### src/rtl/ecb_pkg.sv
`timescale 1ns / 1ps
`default_nettype none

package ecb_pkg;

   localparam int QI     = 30;   // internal fraction bits
   localparam int ANG_W  = 16;
   localparam int CSR_W  = 16;
   localparam int OUT_W  = 16;
   localparam int XW     = 34;   // CORDIC x / y
   localparam int ZW     = 34;   // CORDIC residual angle
   localparam int VW     = 34;   // Q30 vector component
   localparam int SQ_W   = 64;   // sum of squares, wraps like a 64-bit word
   localparam int LEN_W  = 33;   // vector length
   localparam int DQ_W   = 32;   // quotient bits of the normalizing divide
   localparam int SQRT_STEPS = 32;
   localparam int WIDE_W = 96;   // scratch width for rounding
   localparam int DEGEN_LSBS = 4;

   localparam logic signed [XW-1:0] K_Q30 = 34'sd652032874;

   localparam logic [31:0] ATAN_TAB [32] = '{
      32'h20000000, 32'h12E4051E, 32'h09FB385B, 32'h051111D4, 32'h028B0D43,
      32'h0145D7E1, 32'h00A2F61E, 32'h00517C55, 32'h0028BE53, 32'h00145F2F,
      32'h000A2F98, 32'h000517CC, 32'h00028BE6, 32'h000145F3, 32'h0000A2FA,
      32'h0000517D, 32'h000028BE, 32'h0000145F, 32'h00000A30, 32'h00000518,
      32'h0000028C, 32'h00000146, 32'h000000A3, 32'h00000051, 32'h00000029,
      32'h00000014, 32'h0000000A, 32'h00000005, 32'h00000003, 32'h00000001,
      32'h00000001, 32'h00000000
   };

   typedef enum logic [1:0] {
      CSR_UP_X = 2'd0,
      CSR_UP_Y = 2'd1,
      CSR_UP_Z = 2'd2
   } csr_index_type;

   typedef struct packed {
      logic                 flip;
      logic signed [XW-1:0] x;
      logic signed [XW-1:0] y;
      logic signed [ZW-1:0] z;
   } cordic_lane_type;

   // round half away from zero, then shift right by n
   function automatic logic signed [WIDE_W-1:0] round_shift(
      input logic signed [WIDE_W-1:0] v, input int unsigned n);
      logic [WIDE_W-1:0] m;
      logic              neg;
      neg = v[WIDE_W-1];
      m   = neg ? WIDE_W'(-v) : WIDE_W'(v);
      if (n == 0) begin
         return v;
      end
      m = (m + (WIDE_W'(1) << (n - 1))) >> n;
      return neg ? -$signed(m) : $signed(m);
   endfunction

   function automatic logic [OUT_W-1:0] to_out(
      input logic signed [WIDE_W-1:0] v, input int unsigned n);
      logic signed [WIDE_W-1:0] r;
      r = round_shift(v, n);
      if (r > WIDE_W'(32767)) begin
         return 16'h7FFF;
      end
      if (r < -WIDE_W'(32768)) begin
         return 16'h8000;
      end
      return r[OUT_W-1:0];
   endfunction

endpackage

`default_nettype wire

### src/rtl/ecb_cordic_cell.sv
`timescale 1ns / 1ps
`default_nettype none

module ecb_cordic_cell import ecb_pkg::*; #(
   parameter int IDX = 0
) (
   input  wire logic            clock,
   input  wire logic            reset,
   input  wire logic            en,
   input  wire logic            valid_in,
   input  wire cordic_lane_type lane_in  [2],
   output logic                 valid_out,
   output cordic_lane_type      lane_out [2]
);

   localparam logic signed [ZW-1:0] ATAN = $signed(ZW'(ATAN_TAB[IDX % 32]));

   logic            valid_ff;
   cordic_lane_type lane_ff [2];
   cordic_lane_type lane_in_c [2];

   always_comb begin
      for (int l = 0; l < 2; l++) begin
         lane_in_c[l].flip = lane_in[l].flip;
         if (!lane_in[l].z[ZW-1]) begin
            lane_in_c[l].x = $signed(lane_in[l].x) - ($signed(lane_in[l].y) >>> IDX);
            lane_in_c[l].y = $signed(lane_in[l].y) + ($signed(lane_in[l].x) >>> IDX);
            lane_in_c[l].z = $signed(lane_in[l].z) - ATAN;
         end else begin
            lane_in_c[l].x = $signed(lane_in[l].x) + ($signed(lane_in[l].y) >>> IDX);
            lane_in_c[l].y = $signed(lane_in[l].y) - ($signed(lane_in[l].x) >>> IDX);
            lane_in_c[l].z = $signed(lane_in[l].z) + ATAN;
         end
      end
   end

   always_ff @(posedge clock) begin
      if (reset) begin
         valid_ff <= 1'b0;
      end else if (en) begin
         valid_ff <= valid_in;
      end
   end

   always_ff @(posedge clock) begin
      if (en) begin
         lane_ff <= lane_in_c;
      end
   end

   assign valid_out = valid_ff;
   assign lane_out  = lane_ff;

endmodule

`default_nettype wire

### config.mk
export PLATFORM = sky130hd
export DESIGN_NAME = ecb_cordic_cell
export DESIGN_NICKNAME = d
export VERILOG_FILES = /design/src/rtl/ecb_pkg.sv /design/src/rtl/ecb_cordic_cell.sv
export SDC_FILE = /design/constraint.sdc
export NUM_CORES = 1
export LEC_CHECK = 0
export BUFFER_PORTS_ARGS = -buffer_cell sky130_fd_sc_hd__buf_2
export CAP_MARGIN = 20
export CELL_PAD_IN_SITES_DETAIL_PLACEMENT = 0
export CELL_PAD_IN_SITES_GLOBAL_PLACEMENT = 1
export CORE_MARGIN = 8
export CORE_UTILIZATION = 45
export CTS_BUF_LIST = sky130_fd_sc_hd__clkbuf_16
export DETAILED_ROUTE_END_ITERATION = 8
export PLACE_DENSITY_LB_ADDON = 0.1
export SYNTH_ARGS = -nofsm -noshare
export SYNTH_HDL_FRONTEND = slang
export SYNTH_SLANG_ARGS = --single-unit
### constraint.sdc
create_clock -name clock -period 8.8 [get_ports clock]
set_input_delay 0.88 -clock clock [delete_from_list [all_inputs] [get_ports clock]]
set_output_delay 0.88 -clock clock [all_outputs]
set_load 0.1 [all_outputs]
==> metrics.md <==
| Metric | Value |
|---|---|
| Overflow after GRT | `0` |
| Critical path peak fanout | `21` |
| Max Freq | `260 MHz` |
| Setup violators final | `0` |
| Reg power frac | `29.0%` |
| Overall Global Routing Usage | `26.1%` |
| Post-synth top area cell | `edfxtp_1` |
| Max Cap Violations | `0` |
| Net switching power | `0.00218 W` |
| IO Port Bufs | `416` |
| Detail Route Antenna Nets | `0` |
| Clock Pin Slew Worst Setup and Hold Paths | `60 ps` |
| Drt first-iter violations | `1664` |
| DP Wirelength | `51500 um` |
| Hold_buf cts | `0` |
| Die area | `47000 um2` |
| Die width | `217 um` |
| Pins Over Slew Limit | `0` |
| Routed via count | `16900` |
| Synth Flop Type | `edfxtp_1` |
| Relative slew slack | `34.7%` |
| Gpl congestion | `0.923` |
| WS Path Type | `input port to register` |
| Comb pwr share | `48.2%` |
| Power Internal | `0.00230 W` |
| Slew @ Worst Pin | `980 ps` |
| Post-synth top area share | `33.8%` |
| CP arrival | `4240 ps` |
| Global-route wire length before repair | `98500 um` |
| Cell variety after synth | `85` |
| Worst VDD drop | `174 uV` |
| Largest net degree at the start of global routing | `88` |
| Initial antenna violation count | `9` |
| Final Hold Vio Count | `0` |
| # fillers | `3836` |
| Post-cts resize count | `0` |
| #FFs+latches synth | `205` |
| Pre-Repair DR Iteration Count | `5` |
| Post-route cell area | `21300 um2` |
| Unrepaired setup endpoints after global routing | `no` |
| Worst Slack Setup Final | `4960 ps` |
| Post-Syn Area per Cell | `8.85 um2` |
| Clock buffer depth | `3` |
| CTS HTree Levels | `1` |
| Final #Nets | `2830` |
| Critical Path Start Type | `input port` |
| Mapped Cells | `2050` |
| CTS tree | `done` |
| Power per cell area | `210 nW/um2` |
| Layout cells sized above 1 | `20.7%` |
| Wire length per cell after detailed routing | `21.9 um` |
| Starting Density | `45.6%` |
| Syn_nets | `2472` |
| Residual DRC | `0` |
| CP Capture Type | `register` |
| Clock Latency Late Sink | `560 ps` |
| Post-CTS Repair Setup Buffers | `0` |
| Num CTS Buffers | `25` |
| Status | `finished clean` |
| Net Sw Frac | `48.6%` |
| Post-Route WL | `64900 um` |
| Synthesis warning total | `0` |
| Row cnt | `73` |
| HP Class | `input port to register` |
| Final min period | `3840 ps` |
| Sequential area share after synthesis | `33.9%` |
| Vias in the first global route | `16600` |
| Height of the die | `217 um` |
| Clock sinks | `205` |
| Period utilization | `43.7%` |
| Setup_tns | `0 ps` |
| Setup Skew | `0 ps` |
| Post-synth EDFFs | `204` |
| Clock Root Buffer | `clkbuf_16` |
| Synth area leaders | `edfxtp_1, ha_1, a21oi_1, xnor2_1, inv_1` |
| Most common cell in the synthesized netlist | `a21oi_1` |
| Area grow syn2layout | `17.5%` |
| Area after DPL | `20500 um2` |
| LEAKAGE | `9.58 nW` |
| Core area | `39700 um2` |
| Clock share of power | `22.8%` |
| Cell Area, Synth | `18100 um2` |
| Ports | `417` |
| Worst Path Required | `9200 ps` |
| Vias per cell | `5.72` |
| Top post-synthesis cells by count | `a21oi_1, edfxtp_1, ha_1, inv_1, nor2_1` |
| Synth async-reset ratio | `0%` |
| Pre-CTS setup slack | `4460 ps` |
==> per-stage QoR <==
stage	util, %	hold slack (ps)	std cells	total power (W)
after floorplan	-	952	2050	0.00300
after global placement	51.6	474	2906	0.00346
after detailed placement	51.6	484	2906	0.00347
after CTS	53.6	437	2951	0.00451
after global routing	53.6	439	2956	0.00466
final	53.6	467	2956	0.00448
==> kinds of logic after synthesis <==
logic type / synth area share, %
xor+xnor: 6.37
simple gates: 13.1
flops: 33.9
compound gates: 23.5
buf+inv: 6.66
fa+ha+maj: 15.0
mux: 1.57
==> worst paths after layout <==
path                            cells after the start                       to              startpoint  slack (ps)
worst min register to register                      2   valid_out$_SDFFE_PP0P_  valid_out$_SDFFE_PP0P_         490
worst min-delay path                                2   valid_out$_SDFFE_PP0P_                   reset         470
worst max-delay path                               11  lane_out[101]$_DFFE_PP_             lane_in[45]        4960
worst max register to register                      2   valid_out$_SDFFE_PP0P_  valid_out$_SDFFE_PP0P_        8220
==> power groups by stage <==
| stage | clock, W | combinational (W) | sequential (W) |
|---|---|---|---|
| after floorplan | 0 | 0.000688 | 0.00231 |
| after global placement | 0 | 0.00214 | 0.00132 |
| final | 0.00102 | 0.00216 | 0.00130 |
| after global routing | 0.00108 | 0.00227 | 0.00131 |
| after detailed placement | 0 | 0.00215 | 0.00132 |
| after CTS | 0.00105 | 0.00216 | 0.00130 |
==> worst max-delay path, stage by stage <==
cell and delay, ps:
buf_2 110, inv_1 50, ha_1 740, nand4_1 250, or2_2 350, o21ai_0 440
a21oi_1 180, or4b_2 670, a2111oi_0 380, a311oi_1 90, o211ai_1 100
==> area by class of cell <==
type / count / area (um2) / share of cell area, %
tap: 525 / 657 / 3.08
clock buffer: 25 / 626 / 2.94
inverter: 206 / 773 / 3.63
multi-input combinational: 1548 / 10800 / 50.6
antenna: 5 / 12.5 / 0.0587
clock inverter: 20 / 180 / 0.845
sequential: 205 / 6150 / 28.8
timing repair buffer: 422 / 2140 / 10.0
==> flip-flops by register name (all words and copies together), names as in the netlist <==
name       cells
lane_out     204
valid_out      1
==> layer usage <==
| layer | share of wire [%] | GRT usage [%] | up-vias |
|---|---|---|---|
| met4 | 2.2 | 6.36 | 6 |
| met2 | 47 | 43.5 | 695 |
| li1 | - | - | 8045 |
| met1 | 43 | 35.3 | 8073 |
| met5 | 0.063 | 0 | - |
| met3 | 7.5 | 4.12 | 90 |
==> cells in the final DEF (no fill, tap or decap), types with 22 or more instances in the layout <==
cell       count
clkbuf_16     25
xnor2_1      112
nor2_1       197
ha_1         204
o21bai_1      42
nand3_1       31
o21ai_0      148
a21o_1        45
o21a_1        22
a211oi_1      26
mux2i_1       24
nand2_1       94
edfxtp_1     204
nor3_1        45
inv_1        205
buf_2        415
nand4_1       22
a21oi_1      246
Note: power is estimated with default switching activity, not from simulation.
